--- src/sv/ipv6p_pkg.sv ---
// Shared types and constants for the IPv6 text address parser.
`timescale 1ns / 1ps

package ipv6p_pkg;

  localparam int unsigned GROUPS     = 8;
  localparam int unsigned GROUP_W    = 16;
  localparam int unsigned ADDR_W     = GROUPS * GROUP_W;
  localparam int unsigned HALF_W     = ADDR_W / 2;
  localparam int unsigned CNT_W      = 4;
  localparam int unsigned DIG_W      = 3;

  localparam logic [CNT_W-1:0] GROUPS_FULL = 4'd8;
  localparam logic [DIG_W-1:0] MAX_DIGITS  = 3'd4;

  localparam logic [7:0] CHAR_COLON  = 8'h3A;
  localparam logic [7:0] CHAR_0      = 8'h30;
  localparam logic [7:0] CHAR_9      = 8'h39;
  localparam logic [7:0] CHAR_LO_A   = 8'h61;
  localparam logic [7:0] CHAR_LO_F   = 8'h66;
  localparam logic [7:0] CHAR_UP_A   = 8'h41;
  localparam logic [7:0] CHAR_UP_F   = 8'h46;
  localparam logic [7:0] NIBBLE_MASK = 8'h0F;
  localparam logic [3:0] LETTER_OFFS = 4'd9;

  // Class of one address character.
  typedef struct packed {
    logic       is_colon;
    logic       is_hex;
    logic [3:0] nibble;
  } char_class_t;

  // Finished address handed to the output stage.
  typedef struct packed {
    logic              ok;
    logic [ADDR_W-1:0] addr;
  } result_t;

endpackage

--- src/sv/ipv6_text_address_parser.sv ---
// Top level of the IPv6 text address parser.
`timescale 1ns / 1ps

// Feed the characters of one textual IPv6 address (no brackets), one item
// per character, with tlast on the final character. Hex digits (up to four
// per group) build 16-bit groups separated by ':'; the first "::" marks the
// zero-filled gap, later ones act as single separators; text past eight
// groups is ignored. On the final character the block emits two items: the
// high 64 bits (group 0 on top), then the low 64 bits with tlast set, both
// carrying parse_ok. A fifth digit in a group or any non-hex, non-colon
// character clears parse_ok and forces the address to zero. Dotted IPv4
// tails are not decoded. Throughput is one character per cycle; each input
// item passes one input register and one parse step. A final character
// waits in the input register until the two-word output buffer is free.
// With a consumer that takes every output item at once this costs nothing
// for back-to-back addresses of two or more characters; a one-character
// address waits until both output items of the one before have gone.
// After reset the block is ready at once.

module ipv6_text_address_parser (
  input  logic        clk,
  input  logic        rst_n,
  input  logic        in_tvalid,
  output logic        in_tready,
  input  logic [7:0]  in_tdata,   // [7:0] char_code
  input  logic        in_tlast,   // last_char
  output logic        out_tvalid,
  input  logic        out_tready,
  output logic [71:0] out_tdata,  // [63:0] addr_word, [64] parse_ok, [71:65] zero
  output logic        out_tlast   // word_last
);

  // Input register: holds one character until the parse step takes it.
  logic        in_v_r, in_v_nxt;
  logic [7:0]  in_char_r;
  logic        in_last_r;

  logic                   step;
  logic                   buf_can_load;
  ipv6p_pkg::char_class_t cls;
  ipv6p_pkg::result_t     res;

  // Advance a plain character at once; hold a final character until the
  // output buffer can take the finished address.
  assign step      = in_v_r && (!in_last_r || buf_can_load);
  assign in_tready = !in_v_r || step;

  always_comb begin
    in_v_nxt = in_v_r;
    if (in_tvalid && in_tready) begin
      in_v_nxt = 1'b1;
    end else if (step) begin
      in_v_nxt = 1'b0;
    end
  end

  always_ff @(posedge clk) begin
    if (!rst_n) begin
      in_v_r <= 1'b0;
    end else begin
      in_v_r <= in_v_nxt;
    end
  end

  always_ff @(posedge clk) begin
    if (in_tvalid && in_tready) begin
      in_char_r <= in_tdata;
      in_last_r <= in_tlast;
    end
  end

  ipv6p_char_class u_class (
    .char_code (in_char_r),
    .cls       (cls)
  );

  ipv6p_parse_core u_core (
    .clk   (clk),
    .rst_n (rst_n),
    .step  (step),
    .last  (in_last_r),
    .cls   (cls),
    .res   (res)
  );

  // Load the output buffer only on the step of a final character.
  ipv6p_out_buf u_out (
    .clk        (clk),
    .rst_n      (rst_n),
    .load       (step && in_last_r),
    .res        (res),
    .can_load   (buf_can_load),
    .out_tvalid (out_tvalid),
    .out_tready (out_tready),
    .out_tdata  (out_tdata),
    .out_tlast  (out_tlast)
  );

  a_hold_waiting_char: assert property (@(posedge clk) disable iff (!rst_n)
    in_v_r && !step |=> in_v_r && $stable(in_char_r) && $stable(in_last_r))
    else $error("waiting character lost or changed");

  a_final_waits_buffer: assert property (@(posedge clk) disable iff (!rst_n)
    in_v_r && in_last_r && !buf_can_load |-> !in_tready)
    else $error("input taken while final character is blocked");

  a_plain_char_flows: assert property (@(posedge clk) disable iff (!rst_n)
    in_v_r && !in_last_r |-> step && in_tready)
    else $error("plain character stalled");

endmodule

--- src/sv/ipv6p_char_class.sv ---
// Character classifier: colon detect and hex digit decode.
`timescale 1ns / 1ps

module ipv6p_char_class (
  input  logic [7:0]                char_code,
  output ipv6p_pkg::char_class_t    cls
);

  logic [7:0] low_bits;

  assign low_bits = char_code & ipv6p_pkg::NIBBLE_MASK;

  always_comb begin
    cls.is_colon = (char_code == ipv6p_pkg::CHAR_COLON);
    cls.is_hex   = 1'b0;
    cls.nibble   = 4'd0;
    priority if (char_code >= ipv6p_pkg::CHAR_0 && char_code <= ipv6p_pkg::CHAR_9) begin
      cls.is_hex = 1'b1;
      cls.nibble = low_bits[3:0];
    end else if (char_code >= ipv6p_pkg::CHAR_LO_A && char_code <= ipv6p_pkg::CHAR_LO_F) begin
      cls.is_hex = 1'b1;
      cls.nibble = low_bits[3:0] + ipv6p_pkg::LETTER_OFFS;
    end else if (char_code >= ipv6p_pkg::CHAR_UP_A && char_code <= ipv6p_pkg::CHAR_UP_F) begin
      cls.is_hex = 1'b1;
      cls.nibble = low_bits[3:0] + ipv6p_pkg::LETTER_OFFS;
    end else begin
      cls.is_hex = 1'b0;
    end
  end

endmodule

--- src/sv/ipv6p_parse_core.sv ---
// Parse state: digit accumulation, group commit and split expansion.
`timescale 1ns / 1ps

module ipv6p_parse_core (
  input  logic                        clk,
  input  logic                        rst_n,
  input  logic                        step,
  input  logic                        last,
  input  ipv6p_pkg::char_class_t      cls,
  output ipv6p_pkg::result_t          res
);

  // Groups before the split sit at fixed slots; groups after it shift in
  // from the bottom so they end up right-aligned at the address end.
  typedef struct packed {
    logic [ipv6p_pkg::GROUPS-1:0][ipv6p_pkg::GROUP_W-1:0] head;
    logic [ipv6p_pkg::ADDR_W-1:0]                         tail;
    logic [ipv6p_pkg::CNT_W-1:0]                          gc;
    logic                                                 split;
    logic [ipv6p_pkg::GROUP_W-1:0]                        acc;
    logic [ipv6p_pkg::DIG_W-1:0]                          dc;
    logic                                                 prev_colon;
    logic                                                 err;
  } pstate_t;

  pstate_t st_r, st_nxt, take_s, fin_s;
  logic [ipv6p_pkg::ADDR_W-1:0] head_flat;

  function automatic pstate_t commit_group(input pstate_t s);
    pstate_t o;
    o = s;
    if (s.dc != '0 && s.gc < ipv6p_pkg::GROUPS_FULL) begin
      if (s.split) begin
        o.tail = {s.tail[ipv6p_pkg::ADDR_W-ipv6p_pkg::GROUP_W-1:0], s.acc};
      end else begin
        o.head[s.gc[2:0]] = s.acc;
      end
      o.gc = s.gc + 4'd1;
    end
    o.acc = '0;
    o.dc  = '0;
    return o;
  endfunction

  always_comb begin
    take_s = st_r;
    if (st_r.gc < ipv6p_pkg::GROUPS_FULL) begin
      if (cls.is_colon) begin
        if (st_r.prev_colon && !st_r.split) begin
          take_s.split = 1'b1;
        end else begin
          take_s = commit_group(st_r);
        end
        take_s.prev_colon = 1'b1;
      end else begin
        take_s.prev_colon = 1'b0;
        if (!cls.is_hex || st_r.dc >= ipv6p_pkg::MAX_DIGITS) begin
          take_s.err = 1'b1;
        end else begin
          take_s.acc = {st_r.acc[ipv6p_pkg::GROUP_W-5:0], cls.nibble};
          take_s.dc  = st_r.dc + 3'd1;
        end
      end
    end
    fin_s = commit_group(take_s);
  end

  // Group 0 goes to the top of the address.
  always_comb begin
    for (int i = 0; i < ipv6p_pkg::GROUPS; i++) begin
      head_flat[ipv6p_pkg::ADDR_W-1-ipv6p_pkg::GROUP_W*i -: ipv6p_pkg::GROUP_W] = fin_s.head[i];
    end
    res.ok   = !fin_s.err;
    res.addr = fin_s.err ? '0 : (head_flat | fin_s.tail);
  end

  always_comb begin
    st_nxt = st_r;
    if (step) begin
      st_nxt = last ? '0 : take_s;
    end
  end

  always_ff @(posedge clk) begin
    if (!rst_n) begin
      st_r <= '0;
    end else begin
      st_r <= st_nxt;
    end
  end

  a_gc_range: assert property (@(posedge clk) disable iff (!rst_n)
    st_r.gc <= ipv6p_pkg::GROUPS_FULL)
    else $error("group count beyond store size");

  a_dc_range: assert property (@(posedge clk) disable iff (!rst_n)
    st_r.dc <= ipv6p_pkg::MAX_DIGITS)
    else $error("digit count beyond group width");

  a_tail_after_split: assert property (@(posedge clk) disable iff (!rst_n)
    !st_r.split |-> st_r.tail == '0)
    else $error("tail groups present without a split");

  a_clear_on_last: assert property (@(posedge clk) disable iff (!rst_n)
    step && last |=> st_r.gc == '0 && !st_r.err && !st_r.split)
    else $error("state not cleared after final character");

endmodule

--- src/sv/ipv6p_out_buf.sv ---
// Output stage: holds one address and sends it as high then low word.
`timescale 1ns / 1ps

module ipv6p_out_buf (
  input  logic                               clk,
  input  logic                               rst_n,
  input  logic                               load,
  input  ipv6p_pkg::result_t                 res,
  output logic                               can_load,
  output logic                               out_tvalid,
  input  logic                               out_tready,
  output logic [71:0]                        out_tdata,
  output logic                               out_tlast
);

  logic                              vld_r, vld_nxt;
  logic                              phase_r, phase_nxt;
  logic                              ok_r;
  logic [ipv6p_pkg::HALF_W-1:0]      hi_r, lo_r;
  logic [ipv6p_pkg::HALF_W-1:0]      word;

  assign can_load   = !vld_r || (out_tready && phase_r);
  assign word       = phase_r ? lo_r : hi_r;
  assign out_tvalid = vld_r;
  assign out_tdata  = {7'd0, ok_r, word};
  assign out_tlast  = phase_r;

  always_comb begin
    vld_nxt   = vld_r;
    phase_nxt = phase_r;
    if (load) begin
      vld_nxt   = 1'b1;
      phase_nxt = 1'b0;
    end else if (vld_r && out_tready) begin
      if (phase_r) begin
        vld_nxt   = 1'b0;
        phase_nxt = 1'b0;
      end else begin
        phase_nxt = 1'b1;
      end
    end
  end

  always_ff @(posedge clk) begin
    if (!rst_n) begin
      vld_r   <= 1'b0;
      phase_r <= 1'b0;
    end else begin
      vld_r   <= vld_nxt;
      phase_r <= phase_nxt;
    end
  end

  always_ff @(posedge clk) begin
    if (load) begin
      ok_r <= res.ok;
      hi_r <= res.addr[ipv6p_pkg::ADDR_W-1:ipv6p_pkg::HALF_W];
      lo_r <= res.addr[ipv6p_pkg::HALF_W-1:0];
    end
  end

  a_phase_needs_valid: assert property (@(posedge clk) disable iff (!rst_n)
    phase_r |-> vld_r)
    else $error("low word phase with empty buffer");

  a_no_overwrite: assert property (@(posedge clk) disable iff (!rst_n)
    load |-> can_load)
    else $error("result loaded over a pending word");

  a_hi_then_lo: assert property (@(posedge clk) disable iff (!rst_n)
    vld_r && !phase_r && out_tready && !load |=> vld_r && phase_r)
    else $error("low word did not follow high word");

endmodule

--- config.mk ---
export PLATFORM = sky130hd
export DESIGN_NAME = ipv6_text_address_parser
export DESIGN_NICKNAME = d
export VERILOG_FILES = /design/src/sv/ipv6p_pkg.sv /design/src/sv/ipv6_text_address_parser.sv /design/src/sv/ipv6p_char_class.sv /design/src/sv/ipv6p_parse_core.sv /design/src/sv/ipv6p_out_buf.sv
export SDC_FILE = /design/constraint.sdc
export NUM_CORES = 1
export LEC_CHECK = 0
export BUFFER_PORTS_ARGS = -buffer_cell sky130_fd_sc_hd__buf_2
export CAP_MARGIN = 20
export CORE_UTILIZATION = 30
export CTS_CLUSTER_DIAMETER = 200
export CTS_CLUSTER_SIZE = 12
export DETAILED_ROUTE_END_ITERATION = 10
export PLACE_DENSITY = 0.46
export SLEW_MARGIN = 10
export SYNTH_ARGS = -nofsm -noshare
export SYNTH_HDL_FRONTEND = slang
export SYNTH_HIERARCHICAL = 1
export SYNTH_SLANG_ARGS = --single-unit
--- constraint.sdc ---
create_clock -name clk -period 4.4 [get_ports clk]
set_input_delay 0.22 -clock clk [delete_from_list [all_inputs] [get_ports clk]]
set_output_delay 0.22 -clock clk [all_outputs]
set_load 0.02 [all_outputs]
==> flow_summary.ini <==
[run_status]
status = finished clean

[layout]
area_delta_synth_final_pct = 12.5
final_cells = 3310
design_area_um2 = 25900
n_fill_cell = 7720
nets = 2271
drive_gt1_share_pct = 22.6

[cts]
post_cts_resized = 0
clk_pin_slew_ns = 0.07
clkSinkCount = 423
cts_tree = yes
cts_inserted_buffers = 41
clk-insertion-delay-late_ns = 0.58
cts-htree-levels = 2
cts_setup_buffers = 0
root_buffer = clkbuf_16
clockBufferDepth = 3
ctsHoldBuffers = 11

[sta]
drv_slew = 0
rsz0062_at_grt = false
fin_crit_ns = 3.67
fin_skew_ns = 0.0210
setup_viol = 0
tns_ns = 0
tightest_slew_ns = 1.06
setup_ws_ns = 0.727
min_period_over_period_pct = 83.5
hold_viol_final = 0
max_freq_mhz = 272
relSlewSlack_pct = 29.2

[setup_path]
critPathMostFrequentCell = mux2i_1
critPathLaunchType = flip-flop
crit_path_end_kind = flip-flop
worstPathCellList = inv_1 -> ha_1 -> nand2b_1 -> o211ai_1 -> nand2_1 -> nor3b_2 -> mux2i_1 -> nor2_1 -> nor2_4 -> buf_12 -> buf_4 -> mux2i_1 -> a221o_1
worstRegToRegCells = 13
crit_family = buffers and inverters
crit_buf_inv = 3
slowest_delay_ns = 0.45
worstPathMaxFanout = 29
cp.required_ns = 4.71
timing.rr.start = in_char_r[0]
r2r_slack_ns = 0.73
critPathKind = flip-flop to flip-flop
worstPathArrival_ns = 3.99
slowest_stage = buf_4
rr_endpoint = u_out/hi_r[3]

[logic_synthesis]
synth_top_area_share_pct = 24.7
async_flop_share_pct = 0
ys_warn_count = 6
synth_cells = 2252
yosysMostFrequentCell = dfxtp_1
ys_types = 70
synth_top_area_cell = dfxtp_1
syn_area_per_cell_um2 = 10.2
synthTopCellsByArea = dfxtp_1 25%, edfxtp_1 18%, mux2_2 11%
synth_area_um2 = 23100
synth-edff-count = 138
synth-seq-cells = 423
synth_common_cells = 285 x dfxtp_1, 256 x nor2b_1, 233 x mux2_2, 178 x mux2i_1, 166 x clkbuf_1
seq_area_frac_synth_pct = 42.7
synth_flop_cell = dfxtp_1

[power]
p_int_w = 0.00595
power.density_nw_per_um2 = 305
power_w = 0.00790
vdd_drop_max_mv = 0.266
p_leak_nw = 9.20
power.switching_w = 0.00196
power.share.clock_pct = 42.4
power_frac_comb_pct = 5.9
p_seq_share_pct = 51.7
swShare_pct = 24.7

[min_path]
hold_path_depth = 2
min_to = u_out/out_tvalid
hp-start = rst_n
min-delay-path-class = primary input to flip-flop

[drt]
drc = 0
drt_iter0_drc = 1522
ant_nets = 0
vias = 17963
wirelength_mm = 85.4
first_pass_iters = 5
vias_per_cell = 5.43
routedWlPerCell_um = 25.8

[die]
die-height_um = 279
start_util_pct = 30.4
ios = 88
die_w_um = 279
num_rows = 101
dieArea_um2 = 78000
coreArea_um2 = 75900

[global_route]
grt_antenna_before_repair = 3
grt_pass1_wl_mm = 124
grt_max_degree = 163
grt_overflow_total = 0
gr-usage-all-layers_pct = 21.5
grt_pass1_vias = 17518

[flow_run]
cap_violations = 0

[placed_design]
dp.cells = 3227
portBuffers = 80
placed_area_um2 = 24700
post-place-ws_ns = 0.797
dpl.hpwl_mm = 55.6
gp_congestion = 0.840
cells in the final DEF (no fill, tap or decap), types with 36 or more instances in the layout:
cell	n
a21oi_1	104
edfxtp_1	138
nand3_1	94
o221ai_1	88
and2_1	36
buf_2	79
nor2_1	163
nor2b_1	256
mux2i_1	178
mux2_2	233
a22oi_1	155
a221o_1	40
buf_4	83
dfxtp_1	284
clkbuf_16	41
layer usage:
layer | GRT usage (%) | part of all wire, %
met1 | 29.7 | 46
met2 | 35.0 | 46
met3 | 2.96 | 5.0
met5 | 0 | 0
met4 | 5.52 | 2.3
state kept, by name (all words and copies together), names as in the netlist:
signal and cells:
in_v_r 1, u_core/st_r 282, u_out/hi_r 64, u_out/ok_r 1
in_char_r 8, u_out/out_tlast 1, in_last_r 1, u_out/out_tvalid 1
u_out/lo_r 64
through the flow:
stage | util, % | hold slack, ns
final | 34.2 | 0.0587
after floorplan | - | 0.319
after global placement | 32.5 | 0.398
after global routing | 34.2 | 0.0660
after detailed placement | 32.5 | 0.399
after CTS | 34.2 | 0.0600
cell families (layout without fill, tap and decap cells):
kind of cell | after synthesis | after routing | synth area share, %
AO/OA/AOI/OAI | 451 | 451 | 14.5
XOR/XNOR | 2 | 2 | 0.0760
adder cells (fa/ha/maj) | 7 | 7 | 0.380
buffers and inverters | 264 | 285 | 5.18
flip-flops | 423 | 423 | 42.7
multiplexers | 446 | 446 | 21.3
other | 1 | 8 | 0.0163
AND/OR/NAND/NOR | 658 | 658 | 15.8
power by group through the flow:
stage	clock network, W	logic, W	registers (W)
2_1_floorplan	0	0.000279	0.00416
3_3_place_gp	0	0.000462	0.00417
3_5_place_dp	0	0.000462	0.00417
4_1_cts	0.00343	0.000471	0.00408
5_1_grt	0.00358	0.000491	0.00409
6_report	0.00335	0.000469	0.00408
worst max path at each step:
stage	start	slack (ns)	depth (start not counted)	endpoint
floorplan	in_char_r[0]	1.43	12	u_out/lo_r[38]
global placement	in_char_r[0]	0.86	13	u_out/hi_r[17]
detailed placement	in_char_r[0]	0.80	13	u_out/hi_r[17]
CTS	in_char_r[0]	0.76	13	u_out/hi_r[3]
global route	in_char_r[0]	0.50	13	u_out/lo_r[38]
finish	in_char_r[0]	0.73	13	u_out/hi_r[3]
cell type report:
cell class	count	area (um^2)	share of cell area, %
clock inverters	1	11.3	0.0434
flip-flops and latches	423	9850	38.0
inverters	28	110	0.424
clock buffers	70	1130	4.37
repair buffers	186	1380	5.32
diodes	1	2.50	0.00965
multi-input cells	1571	12200	46.9
well taps	1030	1290	4.97
worst register-to-register path, cell delays in order (launching register included):
cell and delay [ns]:
edfxtp_1 0.44, inv_1 0.15, ha_1 0.22, nand2b_1 0.09, o211ai_1 0.33, nand2_1 0.17
nor3b_2 0.20, mux2i_1 0.28, nor2_1 0.16, nor2_4 0.15, buf_12 0.21, buf_4 0.48
mux2i_1 0.17, a221o_1 0.35
Power figures use the tool's default switching activity.
